==> src/sv/fcg_pkg.sv <==
`timescale 1ns / 1ps
package fcg_pkg;

    localparam logic [31:0] MAT1     = 32'h8f70_11ee;
    localparam logic [31:0] MAT2     = 32'hfc78_ff1f;
    localparam logic [31:0] TMAT     = 32'h3793_fdff;
    localparam logic [31:0] MASK     = 32'h7fff_ffff;
    localparam logic [31:0] MIX_MULT = 32'd1812433253;

    localparam logic [31:0] CERT_W0 = 32'h0000_0054;
    localparam logic [31:0] CERT_W1 = 32'h0000_0049;
    localparam logic [31:0] CERT_W2 = 32'h0000_004e;
    localparam logic [31:0] CERT_W3 = 32'h0000_0059;

    localparam logic [2:0] MIX_FIRST = 3'd1;
    localparam logic [2:0] MIX_LAST  = 3'd7;
    localparam logic [2:0] PRE_FIRST = 3'd0;
    localparam logic [2:0] PRE_LAST  = 3'd7;

    localparam logic REQ_RESEED   = 1'b0;
    localparam logic REQ_GENERATE = 1'b1;

    localparam logic [7:0] REG_SOURCE_COUNT = 8'd0;
    localparam logic [7:0] REG_REPAIR_COUNT = 8'd1;

    typedef logic [3:0][31:0] words_t;

    typedef enum logic [2:0] {
        OP_NONE,
        OP_LOAD,
        OP_MIX,
        OP_CERT,
        OP_ADVANCE
    } op_t;

    typedef struct packed {
        op_t        op;
        logic [2:0] idx;
    } cmd_t;

    typedef struct packed {
        logic [7:0] source_index;
        logic [7:0] repair_index;
        logic       last;
    } pos_t;

endpackage

==> src/sv/fcg_state.sv <==
`timescale 1ns / 1ps
module fcg_state (
    input  logic          aclk,
    input  logic          aresetn,
    input  fcg_pkg::cmd_t cmd,
    input  logic [31:0]   seed,
    output logic [7:0]    coefficient
);
    import fcg_pkg::*;

    words_t      words_reg;
    words_t      words_next;
    words_t      adv;
    logic [31:0] ax;
    logic [31:0] ay;
    logic [31:0] asel;
    logic [1:0]  rd_idx;
    logic [1:0]  wr_idx;
    logic [31:0] pmix;
    logic [31:0] mult;
    logic [31:0] t1;
    logic [31:0] t0;

    // one state update of the generator
    always_comb begin
        ax   = (words_reg[0] & MASK) ^ words_reg[1] ^ words_reg[2];
        ax   = ax ^ (ax << 1);
        ay   = words_reg[3] ^ (words_reg[3] >> 1) ^ ax;
        asel = {32{ay[0]}};
        adv[0] = words_reg[1];
        adv[1] = words_reg[2] ^ (asel & MAT1);
        adv[2] = ax ^ (ay << 10) ^ (asel & MAT2);
        adv[3] = ay;
    end

    // one initialization mixing step
    assign rd_idx = 2'(cmd.idx - 3'd1);
    assign wr_idx = cmd.idx[1:0];
    assign pmix   = words_reg[rd_idx] ^ (words_reg[rd_idx] >> 30);
    assign mult   = MIX_MULT * pmix;

    always_comb begin
        words_next = words_reg;
        case (cmd.op)
            OP_LOAD: begin
                words_next[0] = seed;
                words_next[1] = MAT1;
                words_next[2] = MAT2;
                words_next[3] = TMAT;
            end
            OP_MIX: begin
                words_next[wr_idx] = words_reg[wr_idx] ^ (32'(cmd.idx) + mult);
            end
            OP_CERT: begin
                if ((words_reg[0] & MASK) == 32'd0 && words_reg[1] == 32'd0 &&
                    words_reg[2] == 32'd0 && words_reg[3] == 32'd0) begin
                    words_next[0] = CERT_W0;
                    words_next[1] = CERT_W1;
                    words_next[2] = CERT_W2;
                    words_next[3] = CERT_W3;
                end
            end
            OP_ADVANCE: begin
                words_next = adv;
            end
            default: begin
                words_next = words_reg;
            end
        endcase
    end

    always_ff @(posedge aclk) begin
        if (!aresetn) begin
            words_reg <= '0;
        end else begin
            words_reg <= words_next;
        end
    end

    // tempering of the current state
    assign t1 = words_reg[0] + (words_reg[2] >> 8);
    assign t0 = words_reg[3] ^ t1 ^ ({32{t1[0]}} & TMAT);
    assign coefficient = (t0[7:0] == 8'd0) ? 8'd1 : t0[7:0];

endmodule

==> src/sv/fcg_position.sv <==
`timescale 1ns / 1ps
module fcg_position (
    input  logic          aclk,
    input  logic          aresetn,
    input  logic          cfg_we,
    input  logic [7:0]    cfg_index,
    input  logic [7:0]    cfg_data,
    input  logic          clear,
    input  logic          step,
    output fcg_pkg::pos_t pos
);
    import fcg_pkg::*;

    logic [7:0] source_count_reg;
    logic [7:0] repair_count_reg;
    logic [7:0] row_reg;
    logic [7:0] row_next;
    logic [7:0] col_reg;
    logic [7:0] col_next;
    logic [7:0] rows;
    logic [7:0] cols;
    logic       col_end;
    logic       row_end;

    assign rows    = (source_count_reg == 8'd0) ? 8'd1 : source_count_reg;
    assign cols    = (repair_count_reg == 8'd0) ? 8'd1 : repair_count_reg;
    assign col_end = col_reg >= (cols - 8'd1);
    assign row_end = row_reg >= (rows - 8'd1);

    assign pos.source_index = row_reg;
    assign pos.repair_index = col_reg;
    assign pos.last         = col_end && row_end;

    always_comb begin
        row_next = row_reg;
        col_next = col_reg;
        if (clear) begin
            row_next = 8'd0;
            col_next = 8'd0;
        end else if (step) begin
            if (col_end) begin
                col_next = 8'd0;
                row_next = row_end ? 8'd0 : row_reg + 8'd1;
            end else begin
                col_next = col_reg + 8'd1;
            end
        end
    end

    always_ff @(posedge aclk) begin
        if (!aresetn) begin
            source_count_reg <= 8'd1;
            repair_count_reg <= 8'd1;
            row_reg          <= 8'd0;
            col_reg          <= 8'd0;
        end else begin
            row_reg <= row_next;
            col_reg <= col_next;
            if (cfg_we && cfg_index == REG_SOURCE_COUNT) begin
                source_count_reg <= cfg_data;
            end
            if (cfg_we && cfg_index == REG_REPAIR_COUNT) begin
                repair_count_reg <= cfg_data;
            end
        end
    end

endmodule

==> src/sv/fec_coefficient_generator.sv <==
`timescale 1ns / 1ps
// Erasure-code coefficient generator on a TinyMT32 core (mat1 0x8f7011ee, mat2 0xfc78ff1f,
// tmat 0x3793fdff). A transaction with tuser 0 reseeds from tdata and clears the row and
// column positions; it yields no output and keeps the input busy through load, seven mixing
// steps, period certification and eight pre-loop updates, all run through the one shared
// state-update unit. A tuser 1 transaction runs an update and tempering and yields one
// coefficient with its row and column, tlast on the final one of the block; the result is
// registered, so the next request is taken while it waits. Registers: index 0 source_count,
// index 1 repair_count (0 acts as 1); the user writes them only while idle (not enforced).
module fec_coefficient_generator (
    input  logic        aclk,
    input  logic        aresetn,
    input  logic        s_tvalid,
    output logic        s_tready,
    input  logic [31:0] s_tdata,   // seed
    input  logic        s_tuser,   // req_type
    output logic        m_tvalid,
    input  logic        m_tready,
    output logic [23:0] m_tdata,   // coefficient, source_index, repair_index
    output logic        m_tlast,
    input  logic        cfg_valid,
    output logic        cfg_ready,
    input  logic [7:0]  cfg_index,
    input  logic [7:0]  cfg_data
);
    import fcg_pkg::*;

    typedef enum logic [2:0] {
        S_IDLE,
        S_MIX,
        S_CERT,
        S_PRE,
        S_EMIT
    } state_t;

    state_t      state_reg;
    state_t      state_next;
    logic [2:0]  step_reg;
    logic [2:0]  step_next;
    logic        m_tvalid_reg;
    logic        m_tvalid_next;
    logic [23:0] m_tdata_reg;
    logic [23:0] m_tdata_next;
    logic        m_tlast_reg;
    logic        m_tlast_next;
    cmd_t        cmd;
    pos_t        pos;
    logic [7:0]  coefficient;
    logic        in_fire;
    logic        emit;
    logic        clear;

    assign s_tready  = (state_reg == S_IDLE);
    assign in_fire   = s_tvalid && s_tready;
    assign cfg_ready = 1'b1;
    assign clear     = in_fire && (s_tuser == REQ_RESEED);
    assign emit      = (state_reg == S_EMIT) && (!m_tvalid_reg || m_tready);

    fcg_state u_state (
        .aclk        (aclk),
        .aresetn     (aresetn),
        .cmd         (cmd),
        .seed        (s_tdata),
        .coefficient (coefficient)
    );

    fcg_position u_position (
        .aclk      (aclk),
        .aresetn   (aresetn),
        .cfg_we    (cfg_valid && cfg_ready),
        .cfg_index (cfg_index),
        .cfg_data  (cfg_data),
        .clear     (clear),
        .step      (emit),
        .pos       (pos)
    );

    always_comb begin
        state_next    = state_reg;
        step_next     = step_reg;
        cmd.op        = OP_NONE;
        cmd.idx       = step_reg;
        m_tvalid_next = m_tvalid_reg && !m_tready;
        m_tdata_next  = m_tdata_reg;
        m_tlast_next  = m_tlast_reg;
        case (state_reg)
            S_IDLE: begin
                if (in_fire) begin
                    if (s_tuser == REQ_RESEED) begin
                        cmd.op     = OP_LOAD;
                        step_next  = MIX_FIRST;
                        state_next = S_MIX;
                    end else begin
                        cmd.op     = OP_ADVANCE;
                        state_next = S_EMIT;
                    end
                end
            end
            S_MIX: begin
                cmd.op    = OP_MIX;
                step_next = step_reg + 3'd1;
                if (step_reg == MIX_LAST) begin
                    state_next = S_CERT;
                end
            end
            S_CERT: begin
                cmd.op     = OP_CERT;
                step_next  = PRE_FIRST;
                state_next = S_PRE;
            end
            S_PRE: begin
                cmd.op    = OP_ADVANCE;
                step_next = step_reg + 3'd1;
                if (step_reg == PRE_LAST) begin
                    state_next = S_IDLE;
                end
            end
            S_EMIT: begin
                if (emit) begin
                    m_tvalid_next = 1'b1;
                    m_tdata_next  = {pos.repair_index, pos.source_index, coefficient};
                    m_tlast_next  = pos.last;
                    state_next    = S_IDLE;
                end
            end
            default: begin
                state_next = S_IDLE;
            end
        endcase
    end

    always_ff @(posedge aclk) begin
        if (!aresetn) begin
            state_reg    <= S_IDLE;
            step_reg     <= 3'd0;
            m_tvalid_reg <= 1'b0;
        end else begin
            state_reg    <= state_next;
            step_reg     <= step_next;
            m_tvalid_reg <= m_tvalid_next;
        end
        m_tdata_reg <= m_tdata_next;
        m_tlast_reg <= m_tlast_next;
    end

    assign m_tvalid = m_tvalid_reg;
    assign m_tdata  = m_tdata_reg;
    assign m_tlast  = m_tlast_reg;

endmodule
==> config.mk <==
export PLATFORM = sky130hd
export DESIGN_NAME = fec_coefficient_generator
export DESIGN_NICKNAME = d
export VERILOG_FILES = /design/src/sv/fcg_pkg.sv /design/src/sv/fcg_state.sv /design/src/sv/fcg_position.sv /design/src/sv/fec_coefficient_generator.sv
export SDC_FILE = /design/constraint.sdc
export NUM_CORES = 1
export LEC_CHECK = 0
export ABC_CLOCK_PERIOD_IN_PS = 13510
export BUFFER_PORTS_ARGS = -buffer_cell sky130_fd_sc_hd__buf_4
export CORE_UTILIZATION = 50
export CTS_CLUSTER_SIZE = 28
export DETAILED_ROUTE_END_ITERATION = 10
export PLACE_DENSITY = 0.67
export SYNTH_ARGS = -nofsm -noshare
export SYNTH_HDL_FRONTEND = slang
export SYNTH_SLANG_ARGS = --single-unit
==> constraint.sdc <==
create_clock -name aclk -period 13.51 [get_ports aclk]
set_input_delay 1.351 -clock aclk [delete_from_list [all_inputs] [get_ports aclk]]
set_output_delay 1.351 -clock aclk [all_outputs]
set_load 0.005 [all_outputs]
# After elaboration in Yosys (flattened, before gate mapping)
# Cells that the tools add are included.
dict set report totals {
  ram_bits 0
  inputBits 54
  latchBits 0
  wordCells 116
  mem_count 0
  romBits 0
  ff_bits 192
}
dict set report op_classes {
  n_eq_ne 16
  multipliers 1
  bitwise 14
  add_sub_neg 8
  div 0
  reduce_logical 32
  n_lt_le_gt_ge 5
  muxes 26
  n_shift 0
}
# op n
set op_table {}
lappend op_table {{128-bit case mux with 4 select lines} 1}
lappend op_table {{32-bit bitwise XOR} 7}
lappend op_table {{32-bit binary-select mux with 2-bit select} 2}
lappend op_table {{128-bit bitwise mux} 1}
lappend op_table {{32-bit zero test} 4}
lappend op_table {{128-bit 2-to-1 mux} 1}
lappend op_table {{32-bit 2-to-1 mux} 3}
lappend op_table {{32-bit demux with 2-bit select} 1}
lappend op_table {{3-bit by 32-bit adder with 32-bit output} 1}
lappend op_table {{8-bit zero test} 4}
lappend op_table {{31-bit by 32-bit multiplier with 32-bit output, first input constant} 1}
lappend op_table {{8-bit 2-to-1 mux} 4}
lappend op_table {{31-bit by 32-bit bitwise XOR with 32-bit output} 1}
lappend op_table {{32-bit by 2-bit bitwise XOR with 32-bit output} 1}
lappend op_table {{32-bit by 31-bit bitwise XOR with 32-bit output} 1}
lappend op_table {{3-bit 2-to-1 mux} 8}
lappend op_table {{8-bit by 1-bit adder with 8-bit output, second input constant} 2}
lappend op_table {{8-bit greater-or-equal comparator} 2}
lappend op_table {{8-bit by 1-bit subtractor with 8-bit output, second input constant} 2}
lappend op_table {{8-bit bitwise XOR} 2}
lappend op_table {{3-bit case mux with 5 select lines} 1}
lappend op_table {{3-bit by 2-bit equality test with 1-bit output, second input constant} 4}
lappend op_table {{3-bit case mux with 4 select lines} 1}
lappend op_table {{1-bit logical AND} 11}
lappend op_table {{other kinds (22)} 36}

# Longest topological paths before layout
dict set report depth {
  ltp_word 9
  ltp_mapped 36
}

# By module
# A second synthesis with hierarchy kept.
dict set report hier_totals {
  hier_cells 2340
  area_unflattened_um2 21829.7
}
# mod cells_per_inst n_inst area_each_um2
set modules_own_cells {}
lappend modules_own_cells {fcg_state 2038 1 18641.6}
lappend modules_own_cells {fcg_position 229 1 1994.4}
lappend modules_own_cells {fec_coefficient_generator 73 1 1193.6}

# Worst setup path before layout
# OpenSTA, ideal clock, no wires.
dict set report synth_path {
  path_kind {flip-flop to flip-flop}
  startpoint {register step_reg[0]}
  endpoint {register u_state.words_reg[25] (netlist name)}
  arrival_time_ps 9919
  n_path_buf 9
  slack_ps 3516
  synth_period_minus_slack_ps 9994
  t_required_ps 13436
  setup_ps 74
  path_stages_with_launch 36
  path_cell_list {dfxtp_1 -> buf_2 -> buf_2 -> buf_2 -> buf_2 -> clkbuf_1 -> inv_1 -> ha_1 -> clkbuf_1 -> clkbuf_1 -> clkbuf_1 -> mux4_2 -> ha_1 -> ha_1 -> fa_1 -> inv_1 -> fa_1 -> inv_1 -> fa_1 -> inv_1 -> fa_1 -> inv_1 -> fa_1 -> inv_1 -> fa_1 -> inv_1 -> ha_1 -> clkbuf_1 -> a21o_1 -> a211o_1 -> a221oi_1 -> o21ai_0 -> a221oi_1 -> xnor2_1 -> a211o_1 -> a31oi_1}
}
dict set report synth_via {
  elab_chain_len 9
  elab_cells_between_ends 16
}
# element line
set synth_rtl {}
lappend synth_rtl {{start, declared} fec_coefficient_generator.sv:38} ;# logic [2:0] step_reg;
lappend synth_rtl {{start signal, assigned} fec_coefficient_generator.sv:139} ;# step_reg <= step_next;
lappend synth_rtl {{2-bit by 1-bit subtractor with 2-bit output} fcg_state.sv:37} ;# assign rd_idx = 2'(cmd.idx - 3'd1);
lappend synth_rtl {{32-bit binary-select mux with 2-bit select} fcg_state.sv:39} ;# assign pmix = words_reg[rd_idx] ^ (words_reg[rd_idx] >> 30);
lappend synth_rtl {{32-bit 2-to-1 mux (implied by the code)} fcg_state.sv:39}
lappend synth_rtl {{32-bit by 2-bit bitwise XOR with 32-bit output} fcg_state.sv:39}
lappend synth_rtl {{31-bit by 32-bit multiplier with 32-bit output} fcg_state.sv:40} ;# assign mult = MIX_MULT * pmix;
lappend synth_rtl {{3-bit by 32-bit adder with 32-bit output} fcg_state.sv:52} ;# words_next[wr_idx] = words_reg[wr_idx] ^ (32'(cmd.idx) + mult);
lappend synth_rtl {{32-bit bitwise XOR} fcg_state.sv:52}
lappend synth_rtl {{128-bit bitwise mux *} fcg_state.sv:52}
lappend synth_rtl {{128-bit case mux with 4 select lines *} fcg_state.sv:44} ;# case (cmd.op)
lappend synth_rtl {{end signal, assigned} fcg_state.sv:76} ;# words_reg <= words_next;
lappend synth_rtl {{end, declared} fcg_state.sv:11} ;# words_t words_reg;
# Mark *: on every way between the ends. The rest lies on a longest branch, timed or not. The select of a mux whose other input is x is not followed.
# A chain may end at the register's enable or synchronous reset.

# Worst setup path after layout
dict set report layout_path {
  startpoint {register step_reg[0]}
  endpoint {register u_state.words_reg (netlist bit u_state.adv[30])}
}
# Same word-level chain as after synthesis.

==> flow_metrics.env <==
export IMPL_h_tree_depth=4
export IMPL_worstSetupEndpointType="flip-flop"
export IMPL_async_flop_share_pct=0
export IMPL_wirelength_um=72300
export IMPL_outcome="completed"
export IMPL_maxCapViolCount=0
export IMPL_postRouteAntennaNets=0
export IMPL_worstMarginPinSlew_ns=1.19
export IMPL_synth_xor_area_share_pct=13.1
export IMPL_hold_path_end="m_tdata[15]"
export IMPL_cp_required_ns=13.90
export IMPL_drv_slew=0
export IMPL_synth_simple_area_share_pct=10.5
export IMPL_yosysTopAreaCell="dfxtp_1"
export IMPL_grt_start_max_net_pins=77
export IMPL_top_layer="met4"
export IMPL_timing_final_crit_share_pct=68.2
export IMPL_hp_class="reg2reg"
export IMPL_clock_fmax_mhz=109
export IMPL_rsz0062_at_grt="no"
export IMPL_globalplace_congestion=0.997
export IMPL_cts_root_buf="clkbuf_16"
export IMPL_avgSynthCellArea_sq_um=9.02
export IMPL_syn_area_sq_mm=0.0222
export IMPL_post_route_min_period_ns=9.21
export IMPL_fin_setup_tns_ns=0
export IMPL_setup_viol=0
export IMPL_num_nets_final=2913
export IMPL_nFillCells=3956
export IMPL_crit_path_max_fanout=39
export IMPL_cpMaxStageDelayCell="dfxtp_4"
export IMPL_synthesis_instances=2457
export IMPL_ys_warn_count=0
export IMPL_first_pass_iters=6
export IMPL_clock_skew_ns=0.0173
export IMPL_clock_latency_ns=0.49
export IMPL_hp_start="u_position.row_reg[7]"
export IMPL_worst_path_most_repeated_cell="fa_1"
export IMPL_die_w_um=212
export IMPL_start_kind="flip-flop"
export IMPL_synth_area_leaders="dfxtp_1 15%, ha_1 15%, fa_1 13%, xnor2_1 9.2%, mux4_2 6.6%"
export IMPL_r2r_start="step_reg[0]"
export IMPL_fin_hold_ws_ns=0.510
export IMPL_muxShareOfSynthArea_pct=7.75
export IMPL_layout_commonest_cell="inv_1"
export IMPL_crit_type="reg2reg"
export IMPL_cts_hold_buf=0
export IMPL_drc=0
export IMPL_syn_to_final_growth_pct=7.35
export IMPL_vias=18900
export IMPL_cts_buffers=17
export IMPL_overflow=0
export IMPL_mostFrequentLayoutCells="305 x inv_1, 262 x ha_1, 232 x xnor2_1, 174 x nor2_1, 165 x dfxtp_1"
export IMPL_synth_edf_count=25
export IMPL_seq_area_frac_synth_pct=18.5
export IMPL_routedWlPerCell_um=23.7
export IMPL_drtIter0Drc=2348
export IMPL_synthAdderAreaFrac_pct=28.2
export IMPL_synth_fp_nets=2922
export IMPL_ff2ff_setup_slack_ns=4.30
export IMPL_grt_pass1_vias=18600
export IMPL_grt_pass1_wl_um=110000
export IMPL_die_h_um=212
export IMPL_hold_depth=0
export IMPL_yosysTopAreaCellShare_pct=15.1
export IMPL_synth_top_family_by_area="adder cells"
export IMPL_ctsLongestPathBuffers=2
export IMPL_ff2ff_path_depth=28
export IMPL_post_cts_resized=0
export IMPL_synth_seq_cells=192
export IMPL_largest_register_ffs=96
export IMPL_initial_core_util_pct=51.1
export IMPL_drive_gt1_share_pct=9.26
export IMPL_m1WireLength_um=30000
export IMPL_cts_tree="built"
export IMPL_hold_viol_final=0
export IMPL_antenna_found_initial=1
export IMPL_dp_hpwl_um=54100
export IMPL_r2r_end="u_state.adv[30]"
export IMPL_ioPinCount=82
export IMPL_cpPeakStageDelay_ns=0.80
export IMPL_viasPerCell=6.20
export IMPL_cp_arrival_ns=9.60
export IMPL_maxSlewHeadroom_pct=20.7
export IMPL_cts_sinks=192
export IMPL_postCtsSetupRepairBufs=0
export IMPL_synthFlopType="dfxtp_1"
export IMPL_wl_met2_um=31500
export IMPL_clk_pin_slew_ns=0.08
export IMPL_numPortBuffers=80
export IMPL_grt_total_usage_pct=32.9
export IMPL_synth_compound_area_share_pct=14.3
export IMPL_wl_met3_um=7260
export IMPL_post_synth_num_cell_types=73
export IMPL_coreArea_sq_mm=0.0434
export IMPL_dieArea_sq_mm=0.0452
export IMPL_rows=76
kinds of logic (layout without fill, tap and decap cells):
group,count (synthesis),count (layout)
buffers and inverters,437,441
xor gates and xnor gates,330,330
and+or+nand+nor,506,506
AOI/OAI and AO/OA,490,490
other,1,2
DFF,192,192
muxes,90,90
adders and majority gates,411,411
critical path, delay by kind of cell, from the launching register on:
family / cells / cell delay (ns)
fa+ha+maj: 10 / 3.88
simple gates: 3 / 0.56
mux: 2 / 0.60
flops: 1 / 0.80
buf+inv: 5 / 0.96
xor+xnor: 2 / 0.38
compound gates: 6 / 1.89
routing by layer:
layer	GRT usage [%]	up-vias
li1	-	8469
met1	45.9	9099
met2	48.7	1125
met3	5.98	205
met4	16.3	0
met5	0	-
synth_stat cells (10+ instances only):
cell / number
a21o_1: 20
a21oi_1: 131
o22ai_1: 19
ha_1: 263
a221oi_1: 30
clkbuf_1: 101
edfxtp_1: 25
xor2_1: 96
inv_1: 305
nand3_1: 53
nor2_1: 175
nand2b_1: 15
dfxtp_1: 167
nor3_1: 23
nor2b_1: 10
a211oi_1: 16
a31oi_1: 26
mux4_2: 65
o211ai_1: 35
a22oi_1: 26
nand4_1: 13
mux2i_1: 22
buf_2: 18
o21ai_0: 109
nor4_1: 22
nand2_1: 140
xnor2_1: 233
fa_1: 148
stage by stage:
| stage | std cells | instance area (sq um) | util (%) | worst slack (ns) |
|---|---|---|---|---|
| 4_1_cts | 3046 | 23800 | 54.8 | 4.32 |
| 2_1_floorplan | 2457 | 22200 | - | 3.52 |
| 6_report | 3047 | 23800 | 54.8 | 4.30 |
| 3_5_place_dp | 3014 | 23200 | 53.5 | 4.38 |
| 5_1_grt | 3046 | 23800 | 54.8 | 3.86 |
| 3_3_place_gp | 3014 | 23200 | 53.5 | 4.46 |
worst max-delay path by stage:
stage	from	endpoint	slack [ns]
after floorplan	step_reg[0]	u_state.words_reg[25]	3.52
after global placement	step_reg[0]	u_state.words_reg[94]	4.46
after detailed placement	step_reg[0]	u_state.words_reg[30]	4.38
after CTS	step_reg[0]	u_state.words_reg[94]	4.32
after global routing	step_reg[0]	u_state.adv[28]	3.86
final	step_reg[0]	u_state.adv[30]	4.30
final cells by class:
type	instances	area, sq um	area share, %
Multi-Input combinational cell	1828	16400	69.1
Sequential cell	192	4100	17.2
Inverter	306	1150	4.83
Timing Repair Buffer	103	773	3.25
Tap cell	585	732	3.08
Clock buffer	20	437	1.84
Clock inverter	12	149	0.626
Antenna cell	1	2.50	0.0105
Power is not shown: default switching activity piles up to over one toggle a cycle in this logic, so the estimate is an artifact.
